**config.mk**
```make
export PLATFORM = sky130hd
export DESIGN_NAME = sync_length_frame_splitter
export DESIGN_NICKNAME = d
export VERILOG_FILES = /design/src/design/slfs_pkg.sv /design/src/design/slfs_parser.sv /design/src/design/sync_length_frame_splitter.sv
export SDC_FILE = /design/constraint.sdc
export NUM_CORES = 1
export LEC_CHECK = 0
export ABC_AREA = 1
export ABC_CLOCK_PERIOD_IN_PS = 3450
export BUFFER_PORTS_ARGS = -buffer_cell sky130_fd_sc_hd__buf_4
export CAP_MARGIN = 40
export CORE_ASPECT_RATIO = 1.2
export CORE_MARGIN = 2
export CORE_UTILIZATION = 27
export CTS_CLUSTER_SIZE = 40
export DETAILED_ROUTE_END_ITERATION = 8
export SLEW_MARGIN = 20
export SYNTH_ARGS = -nofsm -noshare
export SYNTH_HDL_FRONTEND = slang
export SYNTH_SLANG_ARGS = --single-unit
```
**constraint.sdc**
```tcl
create_clock -name clk -period 3.45 [get_ports clk]
set_input_delay 0.5175 -clock clk [delete_from_list [all_inputs] [get_ports clk]]
set_output_delay 0.5175 -clock clk [all_outputs]
set_load 0.05 [all_outputs]
```
**src/design/slfs_pkg.sv**
```systemverilog
// Shared types and constants for the sync/length frame splitter.
// Used by the parser, the top level and the port checker.
package slfs_pkg;

    localparam int BYTE_W  = 8;
    localparam int LEN_W   = 16;
    localparam int FLEN_W  = 17;
    localparam int POS_W   = 2;
    localparam int DATA_W  = BYTE_W + LEN_W + FLEN_W;   // 41 bits of fields
    localparam int TDATA_W = ((DATA_W + 7) / 8) * 8;    // padded to 48
    localparam int TUSER_W = 3;                          // first flag, status

    // Three header bytes: sync byte and two length bytes.
    localparam logic [FLEN_W-1:0] HEADER_BYTES = 17'd3;

    localparam logic [BYTE_W-1:0] SYNC_RESET    = 8'hFF;
    localparam logic [LEN_W-1:0]  MIN_LEN_RESET = 16'd3;

    // Configuration register indexes.
    localparam logic CFG_SYNC_VALUE = 1'b0;
    localparam logic CFG_MIN_BODY   = 1'b1;

    // Result status codes.
    localparam logic [1:0] ST_OK       = 2'd0;
    localparam logic [1:0] ST_SYNC_ERR = 2'd1;
    localparam logic [1:0] ST_SHORT    = 2'd2;

    // Body positions that the message number is gathered from.
    localparam logic [POS_W-1:0] POS_NUM_LO = 2'd0;
    localparam logic [POS_W-1:0] POS_NUM_HI = 2'd1;
    localparam logic [POS_W-1:0] POS_DONE   = 2'd2;

    typedef enum logic [3:0] {
        PH_HUNT   = 4'b0001,
        PH_LEN_LO = 4'b0010,
        PH_LEN_HI = 4'b0100,
        PH_BODY   = 4'b1000
    } phase_t;

    typedef struct packed {
        logic [FLEN_W-1:0] frame_length;
        logic [LEN_W-1:0]  message_number;
        logic [BYTE_W-1:0] frame_byte;
        logic [1:0]        status;
        logic              first_of_frame;
        logic              last_of_frame;
    } result_t;

endpackage

```
**src/design/slfs_parser.sv**
```systemverilog
// Frame parser: configuration registers, parse state and the result for
// the byte on its input. Depends on slfs_pkg.
module slfs_parser
    import slfs_pkg::*;
(
    input  logic              clk,
    input  logic              rst_n,
    input  logic              cfg_we,
    input  logic              cfg_index,
    input  logic [LEN_W-1:0]  cfg_data,
    input  logic              accept,
    input  logic [BYTE_W-1:0] data_byte,
    output result_t           result
);

    logic [BYTE_W-1:0] sync_value_reg;
    logic [LEN_W-1:0]  min_body_reg;

    phase_t            phase_reg, phase_next;
    logic [LEN_W-1:0]  body_length_reg, body_length_next;
    logic [LEN_W-1:0]  remaining_reg, remaining_next;
    logic [POS_W-1:0]  position_reg, position_next;
    logic [LEN_W-1:0]  number_reg, number_next;

    logic [LEN_W-1:0]  length_full;
    logic [LEN_W-1:0]  remaining_dec;

    always_ff @(posedge clk or negedge rst_n)
    begin
        if (!rst_n)
        begin
            sync_value_reg <= SYNC_RESET;
            min_body_reg   <= MIN_LEN_RESET;
        end
        else if (cfg_we)
        begin
            case (cfg_index)
                CFG_SYNC_VALUE: sync_value_reg <= cfg_data[BYTE_W-1:0];
                CFG_MIN_BODY:   min_body_reg   <= cfg_data;
                default:        ;
            endcase
        end
    end

    assign length_full   = {data_byte, body_length_reg[BYTE_W-1:0]};
    assign remaining_dec = remaining_reg - LEN_W'(1);

    always_comb
    begin
        phase_next       = phase_reg;
        body_length_next = body_length_reg;
        remaining_next   = remaining_reg;
        position_next    = position_reg;
        number_next      = number_reg;

        result                = '0;
        result.frame_byte     = data_byte;
        result.status         = ST_OK;

        case (phase_reg)
            PH_LEN_LO:
            begin
                body_length_next = {{(LEN_W-BYTE_W){1'b0}}, data_byte};
                phase_next       = PH_LEN_HI;
            end
            PH_LEN_HI:
            begin
                body_length_next = length_full;
                number_next      = '0;
                position_next    = POS_NUM_LO;
                if (length_full < min_body_reg)
                begin
                    phase_next    = PH_HUNT;
                    result.status = ST_SHORT;
                end
                else if (length_full == '0)
                begin
                    // Empty body: the frame ends on the length high byte.
                    phase_next          = PH_HUNT;
                    remaining_next      = '0;
                    result.last_of_frame = 1'b1;
                    result.frame_length = HEADER_BYTES;
                end
                else
                begin
                    remaining_next = length_full;
                    phase_next     = PH_BODY;
                end
            end
            PH_BODY:
            begin
                if (position_reg == POS_NUM_LO)
                begin
                    number_next   = {{(LEN_W-BYTE_W){1'b0}}, data_byte};
                    position_next = POS_NUM_HI;
                end
                else if (position_reg == POS_NUM_HI)
                begin
                    number_next   = {data_byte, number_reg[BYTE_W-1:0]};
                    position_next = POS_DONE;
                end
                remaining_next = remaining_dec;
                if (remaining_dec == '0)
                begin
                    phase_next            = PH_HUNT;
                    result.last_of_frame  = 1'b1;
                    result.message_number = number_next;
                    result.frame_length   = {1'b0, body_length_reg} + HEADER_BYTES;
                end
            end
            default:
            begin
                if (data_byte == sync_value_reg)
                begin
                    phase_next            = PH_LEN_LO;
                    body_length_next      = '0;
                    remaining_next        = '0;
                    position_next         = POS_NUM_LO;
                    number_next           = '0;
                    result.first_of_frame = 1'b1;
                end
                else
                begin
                    phase_next        = PH_HUNT;
                    result.frame_byte = '0;
                    result.status     = ST_SYNC_ERR;
                end
            end
        endcase
    end

    always_ff @(posedge clk or negedge rst_n)
    begin
        if (!rst_n)
        begin
            phase_reg       <= PH_HUNT;
            body_length_reg <= '0;
            remaining_reg   <= '0;
            position_reg    <= POS_NUM_LO;
            number_reg      <= '0;
        end
        else if (accept)
        begin
            phase_reg       <= phase_next;
            body_length_reg <= body_length_next;
            remaining_reg   <= remaining_next;
            position_reg    <= position_next;
            number_reg      <= number_next;
        end
    end

endmodule

```
**src/design/sync_length_frame_splitter.sv**
```systemverilog
// The result for an accepted byte is registered in the output register, or in the
// skid register while the output register is stalled. Throughput: one byte per cycle while m_tready stays high.
// The output register is backed by a one-entry skid register, so s_tready
// only falls after a stall has left both of them full.
// Reset (rst_n, asynchronous, active low) returns the parser to hunting,
// empties both output registers and restores the configuration registers.
module sync_length_frame_splitter
    import slfs_pkg::*;
(
    input  logic               clk,
    input  logic               rst_n,
    input  logic               cfg_we,
    input  logic               cfg_index,
    input  logic [LEN_W-1:0]   cfg_data,
    input  logic               s_tvalid,
    output logic               s_tready,
    input  logic [BYTE_W-1:0]  s_tdata,     // [7:0] data_byte
    output logic               m_tvalid,
    input  logic               m_tready,
    output logic [TDATA_W-1:0] m_tdata,     // [7:0] frame_byte, [23:8] message_number,
                                            // [40:24] frame_length, [47:41] zero
    output logic               m_tlast,
    output logic [TUSER_W-1:0] m_tuser      // [0] first_of_frame, [2:1] status
);

    result_t result;
    result_t out_reg;
    result_t skid_reg;
    logic    out_valid_reg;
    logic    skid_valid_reg;
    logic    accept;
    logic    pop;

    assign s_tready = !skid_valid_reg;
    assign accept   = s_tvalid && s_tready;
    assign pop      = out_valid_reg && m_tready;

    slfs_parser u_parser (
        .clk       (clk),
        .rst_n     (rst_n),
        .cfg_we    (cfg_we),
        .cfg_index (cfg_index),
        .cfg_data  (cfg_data),
        .accept    (accept),
        .data_byte (s_tdata),
        .result    (result)
    );

    always_ff @(posedge clk or negedge rst_n)
    begin
        if (!rst_n)
        begin
            out_valid_reg  <= 1'b0;
            skid_valid_reg <= 1'b0;
        end
        else if (skid_valid_reg)
        begin
            if (pop)
            begin
                skid_valid_reg <= 1'b0;
            end
        end
        else if (accept)
        begin
            if (out_valid_reg && !pop)
            begin
                skid_valid_reg <= 1'b1;
            end
            else
            begin
                out_valid_reg <= 1'b1;
            end
        end
        else if (pop)
        begin
            out_valid_reg <= 1'b0;
        end
    end

    always_ff @(posedge clk)
    begin
        if (skid_valid_reg)
        begin
            if (pop)
            begin
                out_reg <= skid_reg;
            end
        end
        else if (accept)
        begin
            if (out_valid_reg && !pop)
            begin
                skid_reg <= result;
            end
            else
            begin
                out_reg <= result;
            end
        end
    end

    assign m_tvalid = out_valid_reg;
    assign m_tdata  = {{(TDATA_W-DATA_W){1'b0}}, out_reg.frame_length,
                       out_reg.message_number, out_reg.frame_byte};
    assign m_tlast  = out_reg.last_of_frame;
    assign m_tuser  = {out_reg.status, out_reg.first_of_frame};

endmodule

```
==> results of run 1 <==
-- cell type report --
cell class / count / area (um^2)
clock buffers: 20 / 468
clock inverters: 12 / 109
fillers: 3304 / 21700
inverters: 89 / 334
multi-input cells: 720 / 3480
flip-flops and latches: 170 / 4720
well taps: 407 / 509
repair buffers: 89 / 711
-- power by group --
| group | switching, mW | total (mW) | internal [mW] |
|---|---|---|---|
| sequential | 0.236 | 2.86 | 2.62 |
| combinational | 1.59 | 2.16 | 0.571 |
| clock | 0.810 | 1.87 | 1.06 |
| total | 2.64 | 6.89 | 4.25 |
-- cells in the final DEF (no fill, tap or decap), types with 3 or more instances in the layout --
| cell type | netlist | routed |
|---|---|---|
| nor2_2 | 5 | 5 |
| nand4_1 | 37 | 37 |
| ha_1 | 18 | 18 |
| inv_6 | 0 | 4 |
| o21ai_1 | 12 | 12 |
| nand3b_1 | 6 | 6 |
| clkbuf_16 | 0 | 18 |
| nor2_1 | 119 | 118 |
| xor2_1 | 11 | 11 |
| nand3_1 | 36 | 36 |
| buf_4 | 11 | 85 |
| nand2_2 | 8 | 8 |
| a22oi_1 | 10 | 10 |
| xnor2_1 | 5 | 5 |
| inv_1 | 83 | 83 |
| a21oi_1 | 36 | 35 |
| inv_2 | 6 | 6 |
| nand2_1 | 305 | 305 |
| nor3_1 | 9 | 9 |
| dfstp_2 | 11 | 11 |
| dfrtp_1 | 69 | 69 |
| or2_2 | 5 | 5 |
| o31ai_1 | 3 | 3 |
| clkinv_2 | 0 | 3 |
| nor4_1 | 9 | 9 |
| o21ai_0 | 66 | 66 |
| conb_1 | 1 | 7 |
| edfxtp_1 | 90 | 90 |
-- stage by stage --
step,std cells,hold slack [ns]
finish,1507,0.0687
CTS,1507,0.0807
detailed placement,1475,0.473
global route,1507,0.103
floorplan,1025,0.222
global placement,1472,0.466
-- synth_stat cells --
library cell    n  area share [%]
ha_1           18             2.6
clkbuf_1       19            0.81
xor2_1         11             1.1
nand2_4         1            0.13
or2_2           5            0.36
nand2_2         8            0.57
nor3_1          9            0.51
a21oi_1        36             2.1
buf_1           3            0.13
nand4_4         1            0.24
o31ai_1         3            0.26
inv_2           6            0.26
nand3_2         2            0.23
buf_6           5            0.64
nor4_1          9            0.64
nand2_1       305              13
o21bai_1        1           0.086
xnor2_1         5            0.50
buf_2           8            0.46
conb_1          1           0.043
dfrtp_1        69              20
nor2_2          5            0.36
inv_1          83             3.6
nand3_1        36             2.1
o21ai_0        66             3.8
nor2_4          1            0.13
nand4_1        37             2.6
o21ai_1        12            0.69
buf_4          11            0.94
a211oi_1        1           0.086
o22ai_1         1           0.071
dfstp_2        11             3.3
nor4_2          1            0.14
a21boi_0        1           0.086
nor2_1        119             5.1
nor3_4          2            0.37
edfxtp_1       90              31
nand3b_1        6            0.51
a22oi_1        10            0.86
and2_1          1           0.071
-- per-layer routing --
layer / global-route usage [%] / vias up / part of all wire [%]
met3: 3.19 / 45 / 6.5
met2: 23.9 / 247 / 48
met1: 17.4 / 3320 / 42
li1: - / 3502 / -
met4: 5.76 / 0 / 2.8
met5: 0 / - / 0
-- cell families (layout without fill, tap and decap cells) --
| kind of cell | Yosys count | count (layout) | share of synthesized area (%) |
|---|---|---|---|
| adder cells (fa/ha/maj) | 18 | 18 | 2.57 |
| AO/OA/AOI/OAI | 131 | 131 | 7.96 |
| other | 1 | 7 | 0.0428 |
| buffers and inverters | 135 | 210 | 6.80 |
| flip-flops | 170 | 170 | 53.9 |
| XOR/XNOR | 16 | 16 | 1.60 |
| AND/OR/NAND/NOR | 548 | 548 | 27.1 |
-- worst min-delay path by stage --
stage	startpoint	endpoint	slack, ns	depth (start not counted)
4_1_cts	rst_n	u_parser.number_reg[6]	0.08	1
6_report	rst_n	u_parser.number_reg[6]	0.07	1
5_1_grt	rst_n	u_parser.number_reg[2]	0.10	1
2_1_floorplan	rst_n	m_tvalid	0.22	0
3_3_place_gp	u_parser.min_body_reg[4]	u_parser.min_body_reg[4]	0.47	2
3_5_place_dp	u_parser.min_body_reg[2]	u_parser.min_body_reg[2]	0.47	2
-- worst reg2reg max path: stages (launching register included) --
cell and delay, ns:
dfrtp_1 0.40, inv_1 0.14, ha_1 0.27, nand2_2 0.10, nor2_1 0.18, nand2_1 0.08, nand2_1 0.06, nand2_1 0.08
nor2_1 0.11, nand2_1 0.07, nor2_2 0.14, nand2_2 0.23, inv_2 0.40, nand4_1 0.15, nand2_1 0.10
==> results list, run 1 <==
- Counting every instance in the synthesized netlist gives 1019.
* Achievable clock frequency: 380 MHz
- The design draws 6.89 mW.
* Clock root buffer: clkbuf_16
- STA classifies the critical path startpoint as a flop.
- Critical Path Sink Type: flop
- Yosys warning count: 0
- Path type of the worst min-delay path: input port to asynchronous set/reset pin
* Worst Skew: 0.00882 ns
- Number of antenna diodes: 0
- Global-route wire length before repair: 37900 um
- Stages on the worst setup path: 14
* Worst Max-Slew Pin Slew: 0.737 ns
- Clock-pin slew was measured on the worst setup and hold paths at 0.07 ns.
* Clock tree from TritonCTS: built
- Counting stages on the worst path, the most repeated cell is nand2_1.
- Launching instance or port of the critical path: u_parser.remaining_reg[0]
- Power spread over the standard cell area amounts to 667 nW/um^2.
- Max cap viols: 0
* Remaining max-slew budget at the tightest pin: 50.9%
- The die covers 33900 um^2.
- Synth Area per Inst: 8.59 um^2
- The initial utilization of the core area, before any placement, comes to 27.3%.
* Post-detailed-route wirelength per cell: 15.5 um
- Clock latency on the worst-skew pair, taken at its later pin, is 0.43 ns.
* Total Neg Setup Slack: 0 ns
* H-tree level count: 4
- DRC viols: 0
- For the worst setup path, the data required time is 3.75 ns.
* Overall global routing resource usage: 14.1%
- Kind of cell with the highest combined delay on the critical path: simple AND/OR/NAND/NOR gates
* Number of global-route vias before repair: 7115
* Number of flip-flops and latches in the synthesized netlist: 170
- After detailed routing, the number of vias per cell comes to 4.72.
- Setup violations remaining at the end of the flow were counted as 0.
* Master of the slowest instance on the critical path: dfrtp_1
- Worst-path fanout max: 20
- The first detailed-routing pass took 5 iterations.
- Counting both buffers and inverters, the worst setup path holds a total of 2.
- Final cell utilization of the core: 32.2%
- Across the VDD grid, the largest voltage drop is 0.000290 V.
- The detail route stage leaves a number of antenna-violating nets equal to 0.
* Post-synthesis cell type count: 40
- The congestion estimate from routability-driven global placement came to 0.904.
- Number of post-CTS setup repair buffers: 0
- Die outline width: 168 um
- In this run the worst setup path terminates at m_tdata[12].
* Pre-CTS worst setup slack: 0.851 ns
- For this run, the slowest stage of the critical path takes 0.40 ns.
* Detail Placement HPWL: 16600 um
- Growth of design area from synthesis to finish: 18.0%
- Outcome: completed
- Setup repair after global routing left no endpoint under its margin.
- Number of top-level pins: 84
* Hold buffer count at CTS: 0
* Total congestion overflow: 0
* Cell area after technology mapping: 8760 um^2
- Across all setup checks in the final design, the least slack found is 0.821 ns.
- CTS Buffer Depth: 2
- Summing all placed instances gives a cell area of 9760 um^2.
* Final worst path period need: 2.63 ns
* Number of gates given a new drive strength after cts: 0
- Largest net degree at the start of global routing: 45
- Buffers placed on the I/O ports in this run total 76.
* Initial antenna violation count: 0
- Setup CP Type: flop to flop
- In the final layout, the share of cells above drive strength 1 is 15.0%.
- The core region is 32100 um^2.
- The register with the most flip-flops in the layout has 45 of them.
* Worst endpoint data arrival time: 2.93 ns
- The worst register-to-register path ends at m_tdata[12].
* Logic depth of the worst register-to-register path: 14
- Die Height: 201 um
- The worst path uses 76.2% of the clock period.
* Detailed Route WL: 23400 um
* Iteration-0 DRC count of the detailed router: 584
* Cts bufs inserted: 17
* Via count of the routed design: 7114
- Worst reg2reg startpoint: u_parser.remaining_reg[0]
* Static leakage: 4.49 nW
- After synthesis, flip-flops and latches occupy 53.9% of the total area.
- Number of nets at the end of the flow: 1135
- Walking the worst path, the cells encountered are inv_1 > ha_1 > nand2_2 > nor2_1 > nand2_1 > nand2_1 > nand2_1 > nor2_1 > nand2_1 > nor2_2 > nand2_2 > inv_2 > nand4_1 > nand2_1.
- Post-route cell area: 10300 um^2
- The count of final hold-check violations is 0.
- Minimum setup slack among reg-to-reg paths: 0.82 ns
* Total number of placement rows: 72
- The number of max-slew violations in the final report came to 0.
- The clock net in this run drives a total of 170 sinks.
Power figures use the tool's default switching activity.
==> run 2, diff against run 1 <==
ABC_CLOCK_PERIOD_IN_PS = 2300   (was 3450)
clock period = 2.3 ns   (was 3.45 ns; I/O delays follow)
==> run 2 against run 1 <==
  * Clock-buffer cell count decreased by 2
  * Power increased by 54%
  * Critical path depth unchanged
  * Register-to-register slack got worse by 0.71 ns
  * Sequential cell count unchanged
  * Clock power increased by 58%
  * Setup slack got worse by 0.71 ns
  * Wire length increased by 2.0%
  * Clock skew increased by 0.0058 ns
  * Design area increased by 4.9%
  * Sequential share of layout area decreased by 2.1 points
==> results list, run 2 (same netlist as run 1, synthesis figures left out) <==
- The fraction of the cycle the final worst path needs was 95.3% (+19 points).
- Post-detailed-route wirelength per cell: 15.4 um (-0.49%)
- The post-detailed-route via-to-cell ratio came to 4.71 (-0.31%).
* Clock root buffer: clkbuf_16
* Max cap viols: 0 (unchanged)
- Peak supply drop: 0.000446 V (+54%)
- The x dimension of the die came to 168 um (unchanged).
- Final worst path period need: 2.19 ns (-0.436 ns)
- The number of routed nets with antenna violations is 0 (unchanged).
- Leading cell types in the layout, fill and taps excluded: nand2_1 (305), buf_4 (116), nor2_1 (111)
* Critical path launch point type: flop
* Routability congestion estimate from global placement: 0.890 (-1.6%)
* H-tree level count: 4 (unchanged)
- The maximum number of pins on one net before global-route repair is 50 (+11%).
- STA classifies the critical path endpoint as a flop.
- Layout fillers: 3299 (-0.15%)
- The die extent in y came to 201 um (unchanged).
- The maximum fanout along the worst path came to 10 (-50%).
- The floorplan die area is 33900 um^2 (unchanged).
- Clock Pin Slew Worst Setup and Hold Paths: 0.07 ns (about the same)
* Outcome: completed
* Clock tree from TritonCTS: built
- Total congestion overflow: 0 (unchanged)
* Number of antenna diodes: 0 (unchanged)
* Number of sinks driven by the clock tree: 170 (unchanged)
* Non-Filler Instances: 1545 (+2.5%)
- Remaining max-slew budget at the tightest pin: 63.4% (+13 points)
* Required time reported for the critical path endpoint: 2.61 ns (-1.14 ns)
- The number of max-slew violations in the final report is 0 (unchanged).
* Most common cell after layout, fill and taps aside: nand2_1
- Cell area after placement: 10000 um^2 (+2.8%)
- The final worst clock skew is 0.0146 ns (+0.00577 ns).
* CTS Buffer Depth: 2 (unchanged)
- The initial DRC count came to 546 (-6.5%).
- Achievable clock frequency: 456 MHz (+20%)
- The first-pass GRT wire length is 37400 um (-1.2%).
* DRC viols: 0 (unchanged)
- Fraction of layout cells with a size suffix above 1: 19.5% (+4.5 points)
* Latest clock arrival within the worst-skew pair: 0.44 ns (about the same)
- Unrepaired setup endpoints after global routing: true
- The count of final hold-check violations was 0 (unchanged).
- The number of buffers inserted during clock tree synthesis is 17 (unchanged).
- Worst endpoint data arrival time: 2.50 ns (-0.43 ns)
* Iteration count of the initial detailed-routing pass: 5 (unchanged)
- Number of nets at the end of the flow: 1173 (+3.3%)
* Worst Max-Slew Pin Slew: 0.544 ns (-0.194 ns)
- The core region area is 32100 um^2 (unchanged).
- Setup Viol. Count Final: 0 (unchanged)
- The post-route worst hold slack is 0.155 ns (+0.0862 ns).
- IO Port Bufs: 76 (unchanged)
* Static leakage: 4.71 nW (+5.0%)
* Initial Util: 27.3% (unchanged)
* Overall global routing resource usage: 14.1% (-0.027 points)
- Relative to the synthesized area, the layout overhead comes to 23.7%.
- Path type of the worst min-delay path: input port to flop
- The total wire length after detailed routing came to 23800 um (+2.0%).
- The initial antenna violation count came to 0 (unchanged).
* Post-route cell area: 10800 um^2 (+4.9%)
- The number of placed instances, taps included was 1505 (+2.0%).
- Number of global-route vias before repair: 6958 (-2.2%)
- The total via count in the routed design is 7271 (+2.2%).
- Number of flip-flops in the largest register: 45 (unchanged)
- The cell area power density came to 976 nW/um^2 (+46%).
* Setup CP Type: flop to flop
* Detail Placement HPWL: 16700 um (+1.1%)
- Number of top-level pins: 84 (unchanged)
* Total number of placement rows: 72 (unchanged)
-- run 2: changes by cell type in the layout (fill, tap and decap cells not counted), sizes merged --
cell           change
buf               +36
bufinv             +2
clkbuf             -1
clkdlybuf4s18      -1
clkinv             -1
clkinvlp           +4
dlygate4sd3        +1
inv                -3
nand2              +1
-- run 2: critical path, cell delays in order, from the launching register on --
cell and delay (ns):
dfrtp_1 0.46, nor2_2 0.19, nand2_2 0.10, nor2_4 0.18, nand2_1 0.08, nand2_1 0.06
nand2_1 0.07, nor2_1 0.12, nand2_1 0.10, nor2_4 0.16, nand2_4 0.09, inv_4 0.10
clkbuf_16 0.17, nand4_1 0.09, nand2_1 0.08
-- run 2: what timing repair did --
action / in CTS / in global routing
resized for setup: 0 / 35
setup endpoints to repair: 1 / 88
hold buffers: 1 / 0
setup buffers: 1 / 4
cloned: 0 / 2
pin swaps: 1 / 6
hold endpoints to repair: 26 / 0
-- run 2: cell type report --
| class | count | area, um^2 | share of cell area (%) |
|---|---|---|---|
| multi-input combinational | 721 | 3600 | 33.2 |
| sequential | 170 | 4720 | 43.6 |
| timing repair buffer | 126 | 1070 | 9.84 |
| inverter | 89 | 337 | 3.11 |
| clock inverter | 14 | 170 | 1.57 |
| clock buffer | 18 | 429 | 3.96 |
| tap | 407 | 509 | 4.70 |
-- run 2: worst paths after layout --
check / slack (ns) / cells past startpoint / from / end
worst min register to register: 0.48 / 2 / u_parser.min_body_reg[7] / u_parser.min_body_reg[7]
worst min-delay path: 0.15 / 3 / cfg_data[14] / u_parser.min_body_reg[14]
max in group asynchronous: 1.19 / 3 / rst_n / u_parser.min_body_reg[1]
worst max-delay path: 0.11 / 14 / u_parser.remaining_reg[3] / m_tdata[8]
worst max register to register: 0.11 / 14 / u_parser.remaining_reg[3] / m_tdata[8]
min in group asynchronous: 0.42 / 2 / rst_n / u_parser.min_body_reg[14]
-- run 2: power by group --
group	total (mW)	internal [mW]	leakage, nW	switching [mW]
Sequential	4.19	3.93	1.87	0.265
Clock	2.95	1.71	0.275	1.24
Combinational	3.44	0.954	2.57	2.49
-- run 2: metal layers --
metal	routed length [um]	GRT usage, %
met5	0	0
met1	10300	17.9
met2	11600	23.3
met4	613	5.94
met3	1350	2.97
-- run 2: metrics by stage --
stage / util (%) / setup TNS [ns] / setup slack (ns) / power (mW)
after floorplan: - / 0 / 0.182 / 6.54
after global placement: 31.3 / -0.0198 / -0.0135 / 7.60
after detailed placement: 31.3 / 0 / 0.0263 / 7.64
after CTS: 33.2 / 0 / 0.0118 / 10.6
after global routing: 33.8 / -1.62 / -0.101 / 11.1
final: 33.8 / 0 / 0.108 / 10.6
